--- config.mk ---
export PLATFORM = sky130hd
export DESIGN_NAME = lfla_ram
export DESIGN_NICKNAME = d
export VERILOG_FILES = /design/src/rtl/assert_macros.svh /design/src/rtl/lfla_ram.sv
export SDC_FILE = /design/constraint.sdc
export NUM_CORES = 1
export LEC_CHECK = 0
export ABC_AREA = 1
export ABC_CLOCK_PERIOD_IN_PS = 6070
export BUFFER_PORTS_ARGS = -buffer_cell sky130_fd_sc_hd__buf_4
export CORE_UTILIZATION = 30
export CTS_BUF_LIST = sky130_fd_sc_hd__clkbuf_4 sky130_fd_sc_hd__clkbuf_8
export CTS_CLUSTER_DIAMETER = 30
export DETAILED_ROUTE_END_ITERATION = 8
export GPL_TIMING_DRIVEN = 0
export PLACE_DENSITY_LB_ADDON = 0.2
export SLEW_MARGIN = 40
export SYNTH_ARGS = -nofsm -noshare
export SYNTH_HDL_FRONTEND = slang
export SYNTH_SLANG_ARGS = --single-unit
--- constraint.sdc ---
create_clock -name i_clk -period 6.07 [get_ports i_clk]
set_input_delay 0.3035 -clock i_clk [delete_from_list [all_inputs] [get_ports i_clk]]
set_output_delay 0.3035 -clock i_clk [all_outputs]
set_load 0.005 [all_outputs]
--- src/rtl/assert_macros.svh ---
// Assertion helpers shared by the allocator unit and the divider.
`ifndef ASSERT_MACROS_SVH
`define ASSERT_MACROS_SVH

// Property that must hold at every clock edge out of reset.
`define LFLA_CHECK(lbl, clk, rst_n, prop, msg) \
    lbl: assert property (@(posedge clk) disable iff (!rst_n) prop) else $error(msg);

// Condition that must never be seen at a clock edge out of reset.
`define LFLA_NEVER(lbl, clk, rst_n, expr, msg) \
    lbl: assert property (@(posedge clk) disable iff (!rst_n) !(expr)) else $error(msg);

`endif

--- src/rtl/lfla_ram.sv ---
`default_nettype none

module lfla_ram #(
    parameter int WIDTH = 64,
    parameter int DEPTH = 16
) (
    input  wire logic                                     i_clk,
    input  wire logic                                     i_we,
    input  wire logic [((DEPTH > 1) ? $clog2(DEPTH) : 1)-1:0] i_waddr,
    input  wire logic [WIDTH-1:0]                         i_wdata,
    input  wire logic [((DEPTH > 1) ? $clog2(DEPTH) : 1)-1:0] i_raddr,
    output logic      [WIDTH-1:0]                         o_rdata
);

    logic [WIDTH-1:0] r_mem [DEPTH];
    logic [WIDTH-1:0] r_rdata;

    always_ff @(posedge i_clk) begin
        if (i_we) begin
            r_mem[i_waddr] <= i_wdata;
        end
        r_rdata <= r_mem[i_raddr];
    end

    assign o_rdata = r_rdata;

endmodule

`default_nettype wire

==> flow_metrics.env <==
export IMPL_outcome="finished clean"
export IMPL_p_leak_nw=24.6
export IMPL_layout_cells_non_filler=7025
export IMPL_endpoint="r_mem[6][17]"
export IMPL_via_count=31500
export IMPL_dieArea_um2=153000
export IMPL_rows=142
export IMPL_cts_setup_buffers=0
export IMPL_fin_crit_sh=0.341
export IMPL_critPathLaunchType="primary input"
export IMPL_holdWs_ns=0.0995
export IMPL_grtUsageTotal=0.198
export IMPL_post_drt_wl_per_cell_um=21.6
export IMPL_worstSetupPathType="primary input to register"
export IMPL_htreeDepth=5
export IMPL_cts_made_buffers=293
export IMPL_rr_worst_depth=6
export IMPL_post_route_drc_count=0
export IMPL_design_area_um2=57400
export IMPL_min_period_ns=2.07
export IMPL_routed_wl_um=152000
export IMPL_grt_start_max_net_pins=17
export IMPL_clkLatencyLatePin_ns=1.00
export IMPL_clk_path_buf_depth=4
export IMPL_cts_root_buffer="clkbuf_8"
export IMPL_grt_pass1_wl_um=213000
export IMPL_grt_pass1_vias=30600
export IMPL_syn_inst=4210
export IMPL_cts_tree="yes"
export IMPL_slew_viol_final=0
export IMPL_rrSetupSlack_ns=4.83
export IMPL_seq_area_um2=32000
export IMPL_r2r_start="r_mem[7][1]"
export IMPL_endpoint_kind="register"
export IMPL_fin_worst_skew_ns=0.0665
export IMPL_power_per_cell_area_nw_per_um2=336
export IMPL_finalSetupViolations=0
export IMPL_ys_ff_latch=1088
export IMPL_fmax_mhz=483
export IMPL_syn_area_per_cell_um2=10.8
export IMPL_mostFrequentLayoutCells="1349 x nand2_1, 1024 x edfxtp_1, 771 x inv_1"
export IMPL_place_area_um2=50800
export IMPL_total_power_mw=19.3
export IMPL_synth_yosys_seq_area_share=0.707
export IMPL_nNetsFinal=4872
export IMPL_ant_nets=0
export IMPL_cp_startpoint="i_waddr[0]"
export IMPL_dp_hpwl_um=99500
export IMPL_ys_warn_count=0
export IMPL_io_pins=138
export IMPL_antenna_found_initial=13
export IMPL_rsz0062_at_grt="no"
export IMPL_r2r_end="o_rdata[1]"
export IMPL_cts_resized=0
export IMPL_die_y_um=391
export IMPL_initialDrtViolationCount=3071
export IMPL_cp_required_ns=6.76
export IMPL_first_pass_iters=6
export IMPL_initial_utilization=0.302
export IMPL_syn_cell_area_um2=45300
export IMPL_synth_distinct_cells=15
export IMPL_cp_max_fo=4
export IMPL_hold_viol=0
export IMPL_multiInputGateArea_um2=9110
export IMPL_placed_cells=6450
export IMPL_tightest_slew_ns=0.917
export IMPL_overflow=0
export IMPL_area_delta_synth_final_pct=26.7
export IMPL_clk_pin_slew_ns=0.05
export IMPL_final_common_cell="nand2_1"
export IMPL_cts_sinks=1088
export IMPL_dieWidth_um=391
export IMPL_fillers=14600
export IMPL_routed_via_density=4.49
export IMPL_syn_nets=4284
export IMPL_drive_gt1_frac=0.180
export IMPL_setup_tns_ns=0
export IMPL_cp_arrival_ns=2.76
export IMPL_globalplace_congestion=0.791
export IMPL_relSlewSlack=0.388
export IMPL_hold_path_class="primary input to register"
export IMPL_drv_cap=0
export IMPL_ir_worst_vdd_mv=0.177
export IMPL_coreArea_um2=150000
export IMPL_io_buffers=135
[layer usage]
| metal | GRT usage | share of wire | routed length [µm] |
|---|---|---|---|
| met3 | 0.0490 | 0.084 | 12800 |
| met5 | 0 | 0.00043 | 65 |
| met2 | 0.319 | 0.47 | 70900 |
| met1 | 0.259 | 0.42 | 64400 |
| met4 | 0.0652 | 0.025 | 3830 |
[critical path: stages]
cell and delay [ns]:
dlygate4sd3_1 0.53, buf_4 0.15, inv_1 0.06, nand2_1 0.19
dlygate4sd3_1 0.67, nor2_4 0.19, dlygate4sd3_1 0.65
[registers in the layout (all words and copies together) (netlist names)]
register / cells
o_rdata: 64
r_mem: 1024
[how the worst min path moves through the flow]
stage                start             to  depth (start not counted)
2_1_floorplan   i_wdata[0]    r_mem[0][0]                          0
3_3_place_gp   i_wdata[58]   r_mem[2][58]                          1
3_5_place_dp   i_wdata[58]   r_mem[2][58]                          1
4_1_cts         i_waddr[2]  r_mem[13][17]                          3
5_1_grt         i_waddr[2]  r_mem[13][17]                          3
6_report              i_we   r_mem[2][14]                          3
[layout make-up]
cell class	instances	area share
flip-flops and latches	1088	0.558
plain buffers	211	0.0239
repair buffers	293	0.0621
diodes	3	0.000131
inverters	774	0.0507
clock buffers	366	0.0820
well taps	2016	0.0439
clock inverters	137	0.0204
multi-input cells	2137	0.159
[power by group]
group | internal [mW] | switching, mW
logic | 0.404 | 0.892
registers | 8.41 | 0.0453
clock network | 5.87 | 3.64
[logic make-up after synthesis]
logic type             synth area share
buffers and inverters            0.0942
and+or+nand+nor                   0.199
DFF                               0.707
[cells in the mapped netlist, drive strengths merged]
cell type	number	area share
nor2	17	0.0014
nand2	1349	0.11
inv	774	0.064
clkbuf	21	0.0017
dfxtp	64	0.028
nand3b	2	0.00033
edfxtp	1024	0.68
nand3	769	0.085
buf	190	0.028
[what timing repair did]
item	in CTS	in global routing
hold endpoints to repair	1031	0
setup endpoints to repair	0	0
hold buffers	69	0
[through the flow]
step                setup WS, ns   util
global route                4.01  0.383
finish                      4.00  0.383
floorplan                   2.39      -
CTS                         4.02  0.383
detailed placement          3.72  0.339
global placement           -1.92  0.326
(Power assumes the default switching activity.)
