$ cat config.mk
export PLATFORM = sky130hd
export DESIGN_NAME = lfla_div
export DESIGN_NICKNAME = d
export VERILOG_FILES = /design/src/rtl/lfla_pkg.sv /design/src/rtl/lfla_div.sv
export VERILOG_INCLUDE_DIRS = /design/src /design/src/rtl
export SDC_FILE = /design/constraint.sdc
export NUM_CORES = 1
export LEC_CHECK = 0
export BUFFER_PORTS_ARGS = -buffer_cell sky130_fd_sc_hd__buf_2
export CORE_MARGIN = 2
export CORE_UTILIZATION = 48
export DETAILED_ROUTE_END_ITERATION = 8
export MAX_ROUTING_LAYER = met4
export PLACE_DENSITY = 0.91
export SLEW_MARGIN = 30
export SYNTH_ARGS = -nofsm -noshare
export SYNTH_HDL_FRONTEND = slang
export SYNTH_SLANG_ARGS = --single-unit
$ cat constraint.sdc
create_clock -name i_clk -period 3.3 [get_ports i_clk]
set_clock_uncertainty 0.1 [all_clocks]
set_input_delay 0.165 -clock i_clk [delete_from_list [all_inputs] [get_ports i_clk]]
set_output_delay 0.165 -clock i_clk [all_outputs]
set_load 0.005 [all_outputs]
$ cat src/rtl/assert_macros.svh
// Assertion helpers shared by the allocator unit and the divider.
`ifndef ASSERT_MACROS_SVH
`define ASSERT_MACROS_SVH

// Property that must hold at every clock edge out of reset.
`define LFLA_CHECK(lbl, clk, rst_n, prop, msg) \
    lbl: assert property (@(posedge clk) disable iff (!rst_n) prop) else $error(msg);

// Condition that must never be seen at a clock edge out of reset.
`define LFLA_NEVER(lbl, clk, rst_n, expr, msg) \
    lbl: assert property (@(posedge clk) disable iff (!rst_n) !(expr)) else $error(msg);

`endif

$ cat src/rtl/lfla_pkg.sv
`default_nettype none

package lfla_pkg;

    localparam int ROW_W  = 64;
    localparam int CNT_W  = 5;
    localparam int IDX_W  = 4;
    localparam int ADDR_W = 4;

    // Register select is the top address bit (registers sit 8 bytes apart).
    localparam logic REG_ROW_CAP     = 1'b0;
    localparam logic REG_ROWS_IN_USE = 1'b1;

    localparam logic OP_LOAD  = 1'b0;
    localparam logic OP_ROUTE = 1'b1;

    typedef enum logic [3:0] {
        S_IDLE,
        S_CLAMP,
        S_NEXT,
        S_PDIV,
        S_RAISE,
        S_NDIV1,
        S_NDIV2,
        S_SPREAD,
        S_MIN,
        S_OUT
    } t_state;

    typedef struct packed {
        logic             go;
        logic [ROW_W-1:0] dividend;
        logic [CNT_W-1:0] divisor;
    } t_div_req;

    typedef struct packed {
        logic             done;
        logic [ROW_W-1:0] quot;
        logic [CNT_W-1:0] rem;
    } t_div_rsp;

endpackage

`default_nettype wire

$ cat src/rtl/lfla_div.sv
`default_nettype none
`include "assert_macros.svh"

module lfla_div import lfla_pkg::*; (
    input  wire logic i_clk,
    input  wire logic i_rst_n,
    input  wire t_div_req i_req,
    output t_div_rsp  o_rsp
);

    localparam int SW = $clog2(ROW_W);

    logic             r_busy;
    logic             r_done;
    logic [SW-1:0]    r_step;
    logic [ROW_W-1:0] r_quo;
    logic [CNT_W-1:0] r_rem;
    logic [CNT_W-1:0] r_dvs;

    logic [CNT_W:0]   rem_sh;
    logic             ge;
    logic [CNT_W:0]   rem_nx;

    // Restoring division, one quotient bit per cycle.
    always_comb begin
        rem_sh = {r_rem, r_quo[ROW_W-1]};
        ge     = (rem_sh >= {1'b0, r_dvs});
        rem_nx = ge ? (rem_sh - {1'b0, r_dvs}) : rem_sh;
    end

    always_ff @(posedge i_clk) begin
        if (!i_rst_n) begin
            r_busy <= 1'b0;
            r_done <= 1'b0;
            r_step <= '0;
        end else begin
            r_done <= 1'b0;
            if (i_req.go) begin
                r_busy <= 1'b1;
                r_step <= '0;
            end else if (r_busy) begin
                r_step <= r_step + SW'(1);
                if (r_step == SW'(ROW_W - 1)) begin
                    r_busy <= 1'b0;
                    r_done <= 1'b1;
                end
            end
        end
    end

    always_ff @(posedge i_clk) begin
        if (i_req.go) begin
            r_quo <= i_req.dividend;
            r_rem <= '0;
            r_dvs <= i_req.divisor;
        end else if (r_busy) begin
            r_quo <= {r_quo[ROW_W-2:0], ge};
            r_rem <= rem_nx[CNT_W-1:0];
        end
    end

    assign o_rsp.done = r_done;
    assign o_rsp.quot = r_quo;
    assign o_rsp.rem  = r_rem;

    `LFLA_CHECK(a_go_when_idle, i_clk, i_rst_n, i_req.go |-> !r_busy, "divide started while busy")
    `LFLA_CHECK(a_done_pulse, i_clk, i_rst_n, r_done |=> !r_done, "done held for two cycles")

endmodule

`default_nettype wire
==> results.py, run 1 <==
metrics = {
    "outcome": {
        "status": "completed",
    },
    "finish": {
        "antenna_cells": 0,
        "nNetsFinal": 459,
        "area_growth_pct": 29.4,
        "multi_input_area_um2": 1190,
        "register_area_um2": 2330,
        "layout-drive-gt1-share": 0.584,
        "fillCellCount": 552,
    },
    "worst_hold_path": {
        "min_to": "r_quo[25]$_DFFE_PP_",
        "worstHoldStart": "i_req[30]",
        "whs_path_depth": 2,
        "min_path_type": "input pin to flop",
    },
    "setup_path": {
        "path_cells": "inv_1 -> ha_1 -> inv_1 -> fa_1 -> a21o_1 -> o211a_1 -> or3_1 -> a32o_1",
        "r2r_cells": 8,
        "slowest_stage": "edfxtp_1",
        "crit_family": "compound AO/OA/AOI/OAI gates",
        "crit_arrival_ns": 2.48,
        "r2r_end": "r_rem[4]$_SDFFE_PP0P_",
        "max_stage_delay_ns": 0.40,
        "cpMostUsedCell": "inv_1",
        "cp_max_fo": 4,
        "critPathLaunchType": "flop",
        "crit_path_end_kind": "flop",
        "rr_startpoint": "r_quo[63]$_DFFE_PP_",
        "cp_num_buf_inv": 2,
        "critPathKind": "flop to flop",
        "r2r_slack_ns": 0.94,
        "crit_required_ns": 3.42,
    },
    "placement": {
        "gp_congestion": 0.855,
        "port-buffer-count": 141,
        "dp_hpwl_um": 5480,
    },
    "timing": {
        "fin_tns_setup_ns": 0,
        "fmax_ghz": 0.424,
        "tightest_slew_ns": 0.936,
        "relSlewSlack": 0.376,
        "finalCritPeriodShare": 0.714,
        "final_max_slew_viol_count": 0,
        "hold_viol": 0,
        "rsz0062_at_grt": "false",
        "layout_min_cycle_time_ns": 2.36,
        "setup_violations": 0,
    },
    "cts": {
        "cts_hold_buf": 6,
        "clk_pin_slew_ns": 0.09,
        "cts_buffers": 9,
        "clockRootBuffer": "clkbuf_8",
        "post-cts-setup-buffers": 0,
        "cts_resized": 0,
        "insertion_delay_ns": 0.34,
        "max-clock-path-buffers": 2,
        "clock-sinks": 82,
        "cts_tree": "yes",
        "h-tree-depth": 3,
    },
    "synthesis": {
        "synth-seq-area-share": 0.647,
        "synth_cells": 230,
        "ys_seq_elements": 82,
        "syn_area_um2": 3600,
        "synth_edf_count": 69,
        "synth.distinct_cells": 40,
        "synth_flop_cell": "edfxtp_1",
        "ys_warn_count": 0,
        "postSynth.asyncResetShare": 0,
        "synthesis.nets": 309,
        "synth_area_per_cell_um2": 15.7,
    },
    "power_and_ir_drop": {
        "power.leakage_uw": 0.00198,
        "power_uw": 2370,
        "power_density_nw_per_um2": 508,
        "ir_worst_vdd_v": 0.000237,
    },
    "floorplanning": {
        "die_h_um": 90.6,
        "die_w_um": 90.6,
        "core_region_area_um2": 7250,
        "fp-row-count": 31,
        "ioPinCount": 142,
        "start_util": 0.497,
        "die_area_um2": 8220,
    },
    "routing": {
        "wirelength_um": 7730,
        "drtIter0Drc": 129,
        "drc_errors": 0,
        "route.antenna.remaining_nets": 0,
        "wl_per_cell_um": 16.0,
        "drtPass1Iterations": 4,
        "vias": 2507,
        "via_per_inst": 5.18,
    },
    "grt": {
        "use_met2": 0.310,
        "grt.met3_usage": 0.0342,
        "antenna_found_initial": 0,
        "grt.busiest_layer": "met2",
        "use_met1": 0.241,
        "grt-ovfl-total": 0,
        "grt_pass1_wl_um": 11900,
        "grt_max_degree": 79,
        "grt_pass1_vias": 2447,
        "grt_usage": 0.190,
    },
    "flow_run": {
        "drv_cap": 0,
    },
}
## registers in the layout (all words and copies together) (netlist names)
name    flops
r_quo      64
r_done      1
r_dvs       5
r_step      6
r_rem       5
r_busy      1
## kinds of logic after synthesis
group           synth area share
simple gates              0.0490
xor+xnor                  0.0146
flops                      0.647
mux                        0.206
fa+ha+maj                 0.0264
compound gates            0.0354
buf+inv                   0.0219
## worst max-delay path by stage
| stage | startpoint | endpoint | slack, ns | cells past startpoint |
|---|---|---|---|---|
| 2_1_floorplan | r_busy$_SDFF_PN0_ | r_quo[0]$_DFFE_PP_ | 0.75 | 4 |
| 4_1_cts | r_quo[63]$_DFFE_PP_ | r_rem[4]$_SDFFE_PP0P_ | 0.95 | 8 |
| 3_3_place_gp | r_quo[63]$_DFFE_PP_ | r_rem[4]$_SDFFE_PP0P_ | 1.03 | 8 |
| 6_report | r_quo[63]$_DFFE_PP_ | r_rem[4]$_SDFFE_PP0P_ | 0.94 | 8 |
| 3_5_place_dp | r_quo[63]$_DFFE_PP_ | r_rem[4]$_SDFFE_PP0P_ | 0.96 | 8 |
| 5_1_grt | r_quo[63]$_DFFE_PP_ | r_rem[4]$_SDFFE_PP0P_ | 0.81 | 8 |
## worst register-to-register path, stage by stage (launching register included)
cell      delay (ns)
edfxtp_1        0.40
inv_1           0.11
ha_1            0.16
inv_1           0.05
fa_1            0.40
a21o_1          0.20
o211a_1         0.24
or3_1           0.35
a32o_1          0.25
## where the power goes
group          switching [uW]  internal (uW)  total (uW)  leakage [uW]
Sequential               52.8           1250        1300      0.000799
Combinational             172            204         376       0.00109
Clock                     345            348         693     0.0000909
## cell usage after synthesis, types with 3 or more instances
cell / number / area [um2]
edfxtp_1: 69 / 2070
mux2_2: 64 / 721
dfxtp_1: 13 / 260
nand2_1: 9 / 33.8
nor2_1: 9 / 33.8
inv_1: 7 / 26.3
buf_2: 6 / 30.0
ha_1: 6 / 75.1
xor2_1: 5 / 43.8
a21oi_1: 3 / 15.0
clkbuf_1: 3 / 11.3
## per-stage QoR
stage | util | worst slack [ns] | cell area, um2 | std cells | hold slack, ns
2_1_floorplan | - | 0.747 | 3600 | 230 | 0.164
3_3_place_gp | 0.609 | 1.03 | 4420 | 462 | 0.245
3_5_place_dp | 0.609 | 0.955 | 4420 | 462 | 0.247
4_1_cts | 0.643 | 0.946 | 4660 | 484 | 0.00766
5_1_grt | 0.643 | 0.806 | 4660 | 484 | 0.00819
6_report | 0.643 | 0.943 | 4660 | 484 | 0.0214
## placed cells by master, fill, tap and decap left out, drive strengths merged, types with 5 or more instances in the layout
cell type / n
nor2: 9
dlygate4sd3: 6
inv: 7
buf: 144
edfxtp: 69
mux2: 64
ha: 6
nand2: 9
xor2: 5
clkbuf: 11
dfxtp: 13
## final cells by class
class | count | share of cell area
inverters | 7 | 0.00564
flip-flops and latches | 82 | 0.500
well taps | 99 | 0.0266
clock inverters | 5 | 0.0118
clock buffers | 11 | 0.0282
multi-input cells | 130 | 0.256
repair buffers | 150 | 0.172
## metal layers
metal / routed length (um) / vias up / share of wire
met4: 87 / 0 / 0.011
met2: 3890 / 117 / 0.50
met3: 482 / 12 / 0.062
met5: 0 / - / 0
met1: 3270 / 1203 / 0.42
li1: - / 1175 / -
Power figures use the tool's default switching activity.
==> run 2, diff against run 1 <==
--- a/config.mk
+++ b/config.mk
@@ -6,12 +6,13 @@
 export SDC_FILE = /design/constraint.sdc
 export NUM_CORES = 1
 export LEC_CHECK = 0
+export ABC_AREA = 1
 export BUFFER_PORTS_ARGS = -buffer_cell sky130_fd_sc_hd__buf_2
 export CORE_MARGIN = 2
-export CORE_UTILIZATION = 48
+export CORE_UTILIZATION = 49
 export DETAILED_ROUTE_END_ITERATION = 8
 export MAX_ROUTING_LAYER = met4
-export PLACE_DENSITY = 0.91
+export PLACE_DENSITY = 0.92
 export SLEW_MARGIN = 30
 export SYNTH_ARGS = -nofsm -noshare
 export SYNTH_HDL_FRONTEND = slang
==> constraint.sdc (replaced) <==
create_clock -name i_clk -period 2.3 [get_ports i_clk]
set_clock_uncertainty 0.1 [all_clocks]
set_input_delay 0.115 -clock i_clk [delete_from_list [all_inputs] [get_ports i_clk]]
set_output_delay 0.115 -clock i_clk [all_outputs]
set_load 0.005 [all_outputs]
==> results.py, run 2 <==
metrics = {
    "outcome": {
        "status": "completed",
    },
    "synthesis": {
        "syn_area_um2": 3680,
        "synthTopCellsByCount": "nand2_1 (220), edfxtp_1 (69), inv_1 (20)",
        "synthesis.nets": 470,
        "ys_warn_count": 0,
        "postSynth.asyncResetShare": 0,
        "synth_top_area_share": 0.563,
        "yosysMostFrequentCell": "nand2_1",
        "synth.distinct_cells": 26,
        "synth_area_per_cell_um2": 9.40,
        "yosys.area.top_type": "edfxtp_1",
        "ys_seq_elements": 82,
        "synth-seq-area-share": 0.634,
        "synth_flop_cell": "edfxtp_1",
        "synth_cells": 391,
        "synth_edf_count": 69,
        "synth.area.top_cells": "edfxtp_1 (56%), nand2_1 (22%), dfxtp_1 (7.1%)",
    },
    "cts": {
        "cts_buffers": 9,
        "clock-sinks": 82,
        "post-cts-setup-buffers": 0,
        "max-clock-path-buffers": 2,
        "h-tree-depth": 3,
        "clockRootBuffer": "clkbuf_8",
        "cts_tree": "yes",
        "clk_pin_slew_ns": 0.08,
        "insertion_delay_ns": 0.35,
    },
    "timing": {
        "setup_violations": 0,
        "fin_tns_setup_ns": 0,
        "rsz0062_at_grt": "false",
        "relSlewSlack": 0.695,
        "final_max_slew_viol_count": 0,
        "final.setup.worst_slack_ns": 0.447,
        "fmax_ghz": 0.540,
        "hold_viol": 0,
        "layout_min_cycle_time_ns": 1.85,
        "tightest_slew_ns": 0.457,
        "finalCritPeriodShare": 0.806,
    },
    "flow_run": {
        "drv_cap": 0,
    },
    "setup_path": {
        "crit_arrival_ns": 2.00,
        "critPathKind": "flop to flop",
        "rr_startpoint": "r_quo[63]$_DFFE_PP_",
        "r2r_slack_ns": 0.45,
        "critPathLaunchType": "flop",
        "r2r_cells": 10,
        "cpMostUsedCell": "nand2_1",
        "path_cells": "inv_1 -> ha_1 -> inv_1 -> fa_1 -> nand2_1 -> nand2_1 -> nand3_4 -> nand3_1 -> nand3_1 -> nand2_1",
        "crit_required_ns": 2.45,
        "cp_max_fo": 8,
        "r2r_end": "r_rem[0]$_SDFFE_PP0P_",
        "slowest_stage": "fa_1",
        "crit_path_end_kind": "flop",
        "max_stage_delay_ns": 0.41,
        "crit_start": "r_quo[63]$_DFFE_PP_",
    },
    "grt": {
        "use_met2": 0.459,
        "grt_pass1_wl_um": 17100,
        "grt_usage": 0.275,
        "grt.met3_usage": 0.0609,
        "grt_max_degree": 49,
        "antenna_found_initial": 0,
        "use_met1": 0.304,
        "grt.busiest_layer": "met2",
        "grt-ovfl-total": 0,
        "grt_pass1_vias": 3549,
    },
    "routing": {
        "wirelength_um": 10700,
        "route.antenna.remaining_nets": 0,
        "vias": 3498,
        "drtPass1Iterations": 4,
        "wl_per_cell_um": 15.2,
        "drtIter0Drc": 236,
        "via_per_inst": 4.96,
        "drc_errors": 0,
    },
    "floorplanning": {
        "core_region_area_um2": 7250,
        "die_h_um": 90.6,
        "ioPinCount": 142,
        "start_util": 0.507,
        "die_w_um": 90.6,
        "fp-row-count": 31,
        "die_area_um2": 8210,
    },
    "finish": {
        "multi_input_area_um2": 1190,
        "largest_registers": "r_quo (64), r_step (6)",
        "largest_register": "r_quo",
        "layout-drive-gt1-share": 0.277,
        "final_common_cell": "nand2_1",
        "nNetsFinal": 680,
        "largest_reg_flops": 64,
        "antenna_cells": 0,
        "area_growth_pct": 45.7,
        "fillCellCount": 496,
        "stdcell_area_um2": 5360,
        "layout_common_cells": "nand2_1 (220), buf_2 (141), edfxtp_1 (69), dlygate4sd3_1 (68), inv_1 (19)",
        "register_area_um2": 2330,
        "utilization": 0.739,
    },
    "worst_hold_path": {
        "min_to": "r_quo[59]$_DFFE_PP_",
        "worstHoldStart": "i_req[64]",
        "whs_path_depth": 3,
        "min_path_type": "input pin to flop",
    },
    "power_and_ir_drop": {
        "p_int_uw": 2630,
        "p_switching_uw": 935,
        "clkPwrFrac": 0.289,
        "seqPwrFrac": 0.525,
        "netSwitchingFraction": 0.262,
        "power_density_nw_per_um2": 665,
        "pwr-share-comb": 0.186,
        "ir_worst_vdd_v": 0.000377,
        "power.leakage_uw": 0.00265,
    },
    "placement": {
        "port-buffer-count": 141,
        "gp_congestion": 0.870,
        "dp_hpwl_um": 6370,
        "dp_slack_ns": 0.477,
        "post_dp_cell_area_um2": 4480,
    },
}
-- run 2: cell count changes in the layout (fill, tap and decap cells not counted), moves of 4 or more --
| cell | previous run | this run |
|---|---|---|
| xor2_1 | 5 | 1 |
| nand3_1 | 2 | 13 |
| nand2_1 | 9 | 220 |
| mux2_2 | 64 | 0 |
| inv_1 | 6 | 19 |
| dlygate4sd3_1 | 6 | 68 |
-- run 2: worst max-delay path by stage --
stage | to | slack [ns] | depth (start not counted)
6_report | r_rem[0]$_SDFFE_PP0P_ | 0.45 | 10
4_1_cts | r_quo[0]$_DFFE_PP_ | 0.46 | 8
5_1_grt | r_rem[0]$_SDFFE_PP0P_ | 0.32 | 10
3_3_place_gp | r_quo[0]$_DFFE_PP_ | 0.51 | 8
2_1_floorplan | r_quo[0]$_DFFE_PP_ | 0.02 | 2
3_5_place_dp | r_rem[0]$_SDFFE_PP0P_ | 0.48 | 10
-- run 2: stage by stage --
step	total power, uW	hold slack [ns]	instances
after floorplan	2180	0.114	391
after global placement	2430	0.197	621
after detailed placement	2460	0.198	621
after CTS	3580	0.00394	705
after global routing	3730	0.0282	705
final	3560	0.0229	705
-- run 2: cell families (layout without fill, tap and decap cells) --
logic type	count (synthesis)	after routing	synth area share
xor+xnor	2	2	0.00476
compound gates	10	10	0.0140
fa+ha+maj	7	7	0.0259
simple gates	253	253	0.278
buf+inv	37	252	0.0429
flops	82	82	0.634
-- run 2: cell type report --
type                    instances  share of cell area
clock inverters                 5              0.0100
well taps                      99              0.0231
clock buffers                  11              0.0264
flip-flops and latches         82               0.435
repair buffers                214               0.268
inverters                      22              0.0154
multi-input cells             272               0.222
-- run 2: repair_timing --
item                      CTS  global route
hold buffers               68             0
resized for setup           0             0
hold endpoints to repair   71             0
-- run 2: metal layers --
metal | part of all wire | vias to the layer above | wire length, um
li1 | - | 1668 | -
met1 | 0.37 | 1593 | 3960
met2 | 0.51 | 193 | 5500
met3 | 0.073 | 44 | 776
met4 | 0.043 | 0 | 455
met5 | 0 | - | 0
-- run 2: critical path, delay by kind of cell (launching register included) --
kind	cells	cell delay (ns)
DFF	1	0.38
adders and majority gates	2	0.55
and+or+nand+nor	6	0.58
buffers and inverters	2	0.13
-- run 2: power by group through the flow --
stage | clock network (uW) | registers (uW) | logic (uW)
after global routing | 1110 | 1890 | 733
after detailed placement | 0 | 1900 | 561
after CTS | 1060 | 1870 | 650
final | 1030 | 1870 | 663
after global placement | 0 | 1890 | 539
after floorplan | 0 | 1900 | 277
